## config.mk

```make
export PLATFORM = sky130hd
export DESIGN_NAME = itda_ctrl
export DESIGN_NICKNAME = d
export VERILOG_FILES = /design/src/itda_pkg.sv /design/src/itda_ctrl.sv
export SDC_FILE = /design/constraint.sdc
export NUM_CORES = 1
export LEC_CHECK = 0
export ABC_AREA = 1
export BUFFER_PORTS_ARGS = -buffer_cell sky130_fd_sc_hd__clkbuf_2
export CAP_MARGIN = 20
export CORE_AREA = 2 2 39 41
export DETAILED_ROUTE_END_ITERATION = 8
export DIE_AREA = 0 0 41 43
export PLACE_DENSITY_LB_ADDON = 0.08
export SETUP_SLACK_MARGIN = 0.02
export SLEW_MARGIN = 20
export SYNTH_ARGS = -nofsm -noshare
export SYNTH_HDL_FRONTEND = slang
export SYNTH_SLANG_ARGS = --single-unit
```

## constraint.sdc

```tcl
create_clock -name clk -period 1.6 [get_ports clk]
set_input_delay 0.16 -clock clk [delete_from_list [all_inputs] [get_ports clk]]
set_output_delay 0.16 -clock clk [all_outputs]
set_load 0.05 [all_outputs]
```

## src/itda_pkg.sv

```systemverilog
// ----------------------------------------------------------------------------
// itda_pkg
// Shared constants and control/status types for the integer-to-decimal core.
// ----------------------------------------------------------------------------
package itda_pkg;

  localparam int unsigned VALUE_W    = 32;
  localparam int unsigned CHAR_W     = 8;
  localparam int unsigned DIGIT_W    = 4;
  localparam int unsigned MAX_DIGITS = 10;
  localparam int unsigned DIG_IDX_W  = 4;

  localparam logic [CHAR_W-1:0]  CHAR_ZERO  = 8'd48;
  localparam logic [CHAR_W-1:0]  CHAR_NINE  = 8'd57;
  localparam logic [CHAR_W-1:0]  CHAR_MINUS = 8'd45;
  localparam logic [DIGIT_W-1:0] RADIX      = 4'd10;

  // ceil(2^35 / 10): floor(x * RECIP_TEN / 2^35) equals x / 10 for every 32-bit x.
  localparam logic [VALUE_W-1:0] RECIP_TEN   = 32'hCCCC_CCCD;
  localparam int unsigned        RECIP_SHIFT = 35;

  typedef struct packed {
    logic load;        // capture a new value and split off its sign
    logic divide;      // peel one digit off the magnitude
    logic emit_sign;   // load the minus sign into the output register
    logic emit_digit;  // load the next digit into the output register
  } itda_cmd_t;

  typedef struct packed {
    logic quot_zero;   // the quotient of the current divide step is zero
    logic sign_pend;   // a minus sign still has to go out
    logic last_digit;  // the next digit to go out is the least significant
  } itda_status_t;

endpackage

```

## src/itda_ctrl.sv

```systemverilog
// ----------------------------------------------------------------------------
// itda_ctrl
// Sequencer: accept, divide until the quotient is zero, then emit characters.
// ----------------------------------------------------------------------------
module itda_ctrl
  import itda_pkg::*;
(
  input  logic         clk,
  input  logic         rst_n,
  input  logic         in_valid,
  output logic         in_ready,
  output logic         out_valid,
  input  logic         out_ready,
  input  itda_status_t status,
  output itda_cmd_t    cmd
);

  typedef enum logic [1:0] {
    ST_IDLE,
    ST_DIVIDE,
    ST_EMIT
  } state_t;

  state_t state_r, state_nxt;
  logic   out_valid_r, out_valid_nxt;
  logic   out_free;

  assign out_free = !out_valid_r || out_ready;

  always_comb begin
    state_nxt     = state_r;
    out_valid_nxt = out_valid_r && !out_ready;
    cmd           = '0;
    in_ready      = 1'b0;
    case (state_r)
      ST_IDLE: begin
        in_ready = 1'b1;
        if (in_valid) begin
          cmd.load  = 1'b1;
          state_nxt = ST_DIVIDE;
        end
      end
      ST_DIVIDE: begin
        cmd.divide = 1'b1;
        if (status.quot_zero) begin
          state_nxt = ST_EMIT;
        end
      end
      ST_EMIT: begin
        if (out_free) begin
          out_valid_nxt = 1'b1;
          if (status.sign_pend) begin
            cmd.emit_sign = 1'b1;
          end else begin
            cmd.emit_digit = 1'b1;
            if (status.last_digit) begin
              state_nxt = ST_IDLE;
            end
          end
        end
      end
      default: begin
        state_nxt = ST_IDLE;
      end
    endcase
  end

  always_ff @(posedge clk) begin
    if (!rst_n) begin
      state_r     <= ST_IDLE;
      out_valid_r <= 1'b0;
    end else begin
      state_r     <= state_nxt;
      out_valid_r <= out_valid_nxt;
    end
  end

  assign out_valid = out_valid_r;

endmodule
```

# ---- Word-level counts from Yosys, hierarchy flattened
# Cells that the tools add are included.
dict set report word_totals {
  register_bits 3
  in_bits 7
  out_inout_bits 6
}
dict set report classes {
  n_eq_ne 7
  n_mux 16
  n_reduce_logical 6
}
# op n
set op_table {}
lappend op_table {{$mux 2} 7}
lappend op_table {{$ne 2x2->1 const B} 5}
lappend op_table {{$mux 1} 8}
lappend op_table {{$pmux 2 s3} 1}
lappend op_table {{$reduce_and 5->1} 1}
lappend op_table {{$eq 2x1->1 const B} 1}
lappend op_table {{$eq 2x2->1 const B} 1}
lappend op_table {{$logic_not 1->1} 2}
lappend op_table {{$logic_not 2->1} 1}
lappend op_table {{$logic_and 1x1->1} 1}
lappend op_table {{$logic_or 1x1->1} 1}

# ---- Logic depth before layout (Yosys ltp)
# Gate-level depths: netlist of the first run.
dict set report logic_depth {
  ltp_word 4
  depth_mapped 7
  ltp_nobuf 7
}

# ---- Worst setup path after synthesis of the first run
# Ideal clock, no wire load.
dict set report synth_path {
  path_kind {register to register}
  start {register state_r[0]}
  end {register state_r[1]}
  t_arrival_ns 1.482
  setup_slack_ns 0.052
  path_stages_with_launch 5
  path_buffers 0
  path_cell_list {dfxtp_1 -> inv_2 -> nor2_1 -> nand4_1 -> a21oi_2}
}
dict set report synth_via {
  elab_chain_len 3
  elab_cells_between_ends 10
  cone_classes {7 x eq/ne; 1 x mux; 2 x reduce/logical}
}
# item line_no
set synth_rtl {}
lappend synth_rtl {{start, declared} itda_ctrl.sv:24} ;# state_t state_r, state_nxt;
lappend synth_rtl {{start signal, assigned} itda_ctrl.sv:73} ;# state_r <= state_nxt;
lappend synth_rtl {{$eq 2x2->1, or another cell as far along} itda_ctrl.sv:35} ;# case (state_r)
lappend synth_rtl {{$ne 2x2->1 (no line)} n/a}
lappend synth_rtl {{$reduce_and 5->1 (no line)} n/a}
# Parallel ways exist; a longest one is shown, timed or not.
# A chain may end at the register's enable or synchronous reset.

==> results of run 1 <==
## power by group through the flow
stage               clock (µW)  combinational (µW)  sequential [µW]
finish                     128                71.1             83.2
detailed placement           0                72.2             84.4
global placement             0                72.1             84.5
CTS                        137                72.5             83.3
floorplan                    0                50.6             85.9
global route               139                77.5             83.6
## final cells by class
cell class              instances  area [µm²]
clock buffers                   4       26.28
fillers                       171        1081
inverters                       9       33.78
multi-input cells              21       102.6
flip-flops and latches          3       60.06
well taps                      16       20.02
repair buffers                 12       60.06
## sequential cells by signal, indices dropped and copies added (netlist names)
signal	count
out_valid	1
state_r	2
## kinds of logic after synthesis
logic type,synth area share (%)
DFF,30.57
and+or+nand+nor,42.68
buffers and inverters,17.20
AOI/OAI and AO/OA,9.555
## worst max-delay path by stage
| stage | end | slack, ns |
|---|---|---|
| final | cmd[1] | 0.19 |
| after global routing | cmd[0] | 0.07 |
| after CTS | cmd[1] | 0.17 |
| after detailed placement | cmd[0] | 0.42 |
| after global placement | cmd[1] | 0.42 |
| after floorplan | state_r[1] | 0.05 |
## layer usage
| metal | up-vias | wire length [µm] |
|---|---|---|
| met2 | 4 | 246 |
| met1 | 98 | 191 |
| met4 | 0 | 0 |
| li1 | 128 | - |
| met3 | 0 | 30 |
| met5 | - | 0 |
## Yosys cell counts (all sizes together)
master,n
nand2,11
a21oi,3
dfxtp,3
nor2,5
nand4,1
nand3,1
inv,9
## through the flow
stage	cell area, µm²	instances	utilization (%)	power [µW]
floorplan	196.4	33	-	136.5
global placement	276.5	61	19.98	156.7
detailed placement	276.5	61	19.98	156.7
CTS	302.8	65	21.88	292.4
global route	302.8	65	21.88	300.0
finish	302.8	65	21.88	281.9
## worst min-delay path, cell delays in order
cell,delay [ns]
clkbuf_2,0.08
inv_1,0.09
a21oi_2,0.04
==> results.yml, run 1 <==
cts:
  cts_buffer_depth: 2
  cts_tree: "done"
  clkSlewWorstSetupHoldPaths_ns: 0.03
  cts_setup_buffers: 0
  htree_levels: 1
  clk_latency_ns: 0.23
  cts_inserted_buffers: 3
  cts_sinks: 3
  post_cts_resized: 0
  root_buffer: "clkbuf_4"
  ctsHoldBuffers: 0
sta:
  min_period_ns: 1.406
  skew_ns: 0.001478
  hold_slack_ns: 0.1852
  hold_viol_final: 0
  fin_tns_setup_ns: 0
  slew_headroom_pct: 81.45
  fmax_mhz: 711.5
  timing.final.crit_share_pct: 87.85
  worst_pin_slew_ns: 0.2795
  setup_viol: 0
  rsz0062_at_grt: "no"
  drv_slew: 0
  setup_ws_ns: 0.1944
global_routing:
  use_met1_pct: 6.731
  met3_usage_pct: 1.571
  busiest_layer: "met2"
  grt.overflow.total: 0
  grt_use_total_pct: 6.219
  grt_pass1_wl_um: 717
  grt_pass1_vias: 205
  grt_max_degree: 6
  grt_util_met2_pct: 9.063
  antenna_found_initial: 0
drt:
  vias: 230
  wl_per_cell_um: 7.200
  via_per_inst: 3.538
  drtIter0Drc: 2
  drt_pass1_iterations: 2
  postRouteAntennaNets: 0
  totalWireLength_um: 468
  route.detailed.drc: 0
job:
  cap_viol_max_count: 0
pwr:
  vdd_drop_max_v: 0.0002119
  p_int_uw: 191.5
  pwr-share-comb_pct: 25.2
  seqPwrFrac_pct: 29.5
  pwr-share-clk_pct: 45.3
  p_switching_uw: 90.36
  netSwitchingFraction_pct: 32.06
  power_density_nw_per_um2: 930.9
  p_leak_uw: 0.0001711
setup_path:
  r2r_setup_slack_ns: 0.63
  r2r_start: "state_r[1]"
  cp_slowest_cell: "dfxtp_1"
  worstPathCellList: "inv_1 -> nor2_4 -> inv_2 -> nor2_1 -> clkbuf_2"
  worstSetupPathDepth: 5
  r2r.worst_path.cells: 6
  crit_fanout: 5
  critPathBufInv: 3
  r2r-end: "state_r[1]"
  cp.required_ns: 1.44
  worstPathArrival_ns: 1.25
  endpoint_kind: "primary output"
  critical_path.startpoint: "state_r[1]"
  crit_path_max_incr_delay_ns: 0.39
  crit_type: "reg2out"
  start_kind: "flop"
  path_delay_family: "buffers and inverters"
yosys:
  yosysTopAreaCell: "dfxtp_1"
  avgSynthCellArea_um2: 5.953
  synth.area.top_cells: "dfxtp_1 31%, nand2_1 19%, inv_1 13%, nor2_1 5.7%, nor2_4 5.7%"
  syn_nets: 40
  netlist_area_um2: 196.4
  seq_area_frac_synth_pct: 30.57
  synth_top_cell_area_share_pct: 30.57
  synthDistinctLibCells: 12
  yosys_register_bits: 3
  syn_inst: 33
  yosys_warnings: 0
floorplan:
  rows: 14
  start_util_pct: 14.20
  coreArea_um2: 1384
  fp.dieW_um: 41
  fp.dieH_um: 43
  pin_count: 13
  dieArea_um2: 1763
hold_path:
  min_from: "rst_n"
  hold_end: "state_r[1]"
  hp-class: "in2reg"
  min_path_cells: 3
placed_design:
  numPortBuffers: 12
  place_ws_ns: 0.4197
  gp_congestion: 0.7288
  hpwlAfterDp_um: 409.5
final_layout:
  antenna_cells: 0
  mostFrequentLayoutCells: "12 x clkbuf_2, 10 x nand2_1, 7 x inv_1"
  nets: 57
  mostFrequentLayoutCell: "clkbuf_2"
  drive_above_1_share_pct: 42.86
  syn2layout_area_growth_pct: 54.14
run_status:
  status: "finished, final reports clean"
No activity file was read; power rests on OpenSTA's default activity.
==> inputs of run 2 (changes only) <==
==> constraint.sdc (replaced) <==
create_clock -name clk -period 1.4 [get_ports clk]
set_input_delay 0.14 -clock clk [delete_from_list [all_inputs] [get_ports clk]]
set_output_delay 0.14 -clock clk [all_outputs]
set_load 0.05 [all_outputs]
==> run 2 against run 1 <==
Via count is 1.3% higher. Worst setup slack got worse by 0.088 ns. Critical path depth shrank 2. Cell count unchanged. First-iteration DRC count grew 50%. Sequential power up 17%. Combinational power rose by 19%. Die area did not move. Register-to-register slack worse by 0.21 ns. Sequential share of layout area decreased by 0.99 points. Global-route usage up 0.80 points. Power rose by 17%.
==> results.yml, run 2 (same netlist as run 1, synthesis figures left out) <==
floorplan:
  pin_count: 13
  dieArea_um2: 1763
  fp.dieH_um: 43
  fp.dieW_um: 41
  start_util_pct: 14.20
  rows: 14
  coreArea_um2: 1384
setup_path:
  worstPathCellList: "inv_2 -> nor2_2 -> clkbuf_2"
  cp.required_ns: 1.26
  crit_fanout: 3
  crit_type: "reg2out"
  path_delay_family: "flip-flops"
  crit_path_max_incr_delay_ns: 0.45
  start_kind: "flop"
  critPathBufInv: 2
  worstPathArrival_ns: 1.15
  endpoint_kind: "primary output"
  cp_slowest_cell: "dfxtp_1"
drt:
  route.detailed.drc: 0
  totalWireLength_um: 464
  drt_pass1_iterations: 2
  via_per_inst: 3.585
  wl_per_cell_um: 7.138
  vias: 233
  drtIter0Drc: 3
  postRouteAntennaNets: 0
final_layout:
  final_util_pct: 23.51
  finalNonFillerCells: 65
  register_area_um2: 61.31
  largest_reg_flops: 2
  mostFrequentLayoutCells: "10 x nand2_1, 10 x clkbuf_2, 7 x inv_1"
  largest-register: "state_r"
  syn2layout_area_growth_pct: 65.61
  antenna_cells: 0
  multiInputGateArea_um2: 115.1
  nets: 57
  fillers: 167
  drive_above_1_share_pct: 51.02
sta:
  worst_pin_slew_ns: 0.2777
  timing.final.crit_share_pct: 92.42
  hold_viol_final: 0
  setup_viol: 0
  hold_slack_ns: 0.1774
  rsz0062_at_grt: "yes"
  drv_slew: 0
  fin_tns_setup_ns: 0
  skew_ns: 0.004011
  slew_headroom_pct: 81.56
  fmax_mhz: 772.9
  min_period_ns: 1.294
job:
  cap_viol_max_count: 0
global_routing:
  grt.overflow.total: 0
  grt_max_degree: 6
  grt_use_total_pct: 7.014
  grt_pass1_vias: 213
  antenna_found_initial: 0
  grt_pass1_wl_um: 759
pwr:
  p_switching_uw: 106.8
  vdd_drop_max_v: 0.0003280
  power_density_nw_per_um2: 1010
  netSwitchingFraction_pct: 32.50
  pwr-share-clk_pct: 44.7
  p_leak_uw: 0.0001749
  pwr-share-comb_pct: 25.7
  p_int_uw: 221.7
  seqPwrFrac_pct: 29.6
placed_design:
  numPortBuffers: 12
  hpwlAfterDp_um: 416.3
  dp.cells: 61
  gp_congestion: 0.7026
cts:
  cts_sinks: 3
  root_buffer: "clkbuf_4"
  cts_tree: "done"
  clk_latency_ns: 0.23
  cts_buffer_depth: 2
  cts_inserted_buffers: 3
  ctsHoldBuffers: 0
  htree_levels: 1
  clkSlewWorstSetupHoldPaths_ns: 0.03
hold_path:
  hp-class: "in2reg"
run_status:
  status: "finished, final reports clean"
run 2: changes by cell type in the layout (fill, tap and decap cells not counted):
cell | before | now
nor2_1 | 3 | 0
clkbuf_2 | 12 | 10
nor2_2 | 1 | 3
buf_4 | 0 | 1
buf_6 | 0 | 1
dfxtp_1 | 3 | 2
dfxtp_2 | 0 | 1
nor2_4 | 1 | 2
run 2: final timing paths:
check        startpoint          to  slack, ns  cells past startpoint
max reg2reg  state_r[0]  state_r[1]       0.42                      7
min               rst_n  state_r[1]       0.18                      3
min reg2reg  state_r[1]  state_r[1]       0.53                      2
max          state_r[0]      cmd[2]       0.11                      3
run 2: through the flow:
step                      instance area [µm²]  setup slack (ns)  total power [µW]
final                                   325.3            0.1061             328.5
after global routing                    325.3           0.01975             357.7
after CTS                               321.6           0.05666             338.7
after detailed placement                289.0            0.1706             183.1
after global placement                  289.0            0.1984             183.7
after floorplan                         209.0           0.09409             160.1
run 2: power groups by stage:
stage,clock network [µW],registers (µW),logic [µW]
finish,147,97.1,84.6
global route,167,97.3,93.5
CTS,156,97.1,85.8
detailed placement,0,98.1,84.9
global placement,0,98.1,85.6
floorplan,0,99.5,60.6
run 2: what timing repair did:
item	CTS	global route
pin swaps	0	0
buffers inserted	0	0
gates resized for setup	3	3
endpoints found under the setup margin	2	2
run 2: cell type report:
type	count	area share, %
multi-input cells	21	35.38
repair buffers	12	21.15
flip-flops and latches	3	18.85
inverters	9	10.38
clock buffers	4	8.077
well taps	16	6.154
run 2: routing by layer:
metal,GRT usage (%),wire length [µm]
met2,9.063,214
met5,0,0
met4,4.000,0
met3,6.283,41
met1,7.348,209
run 2: worst reg2reg max path, stage by stage (launching register included):
cell and delay [ns]:
dfxtp_1 0.45, inv_2 0.07, nand3_1 0.07, nand2_1 0.05, inv_1 0.06, nand2_1 0.05
nand2_1 0.07, a21oi_2 0.05
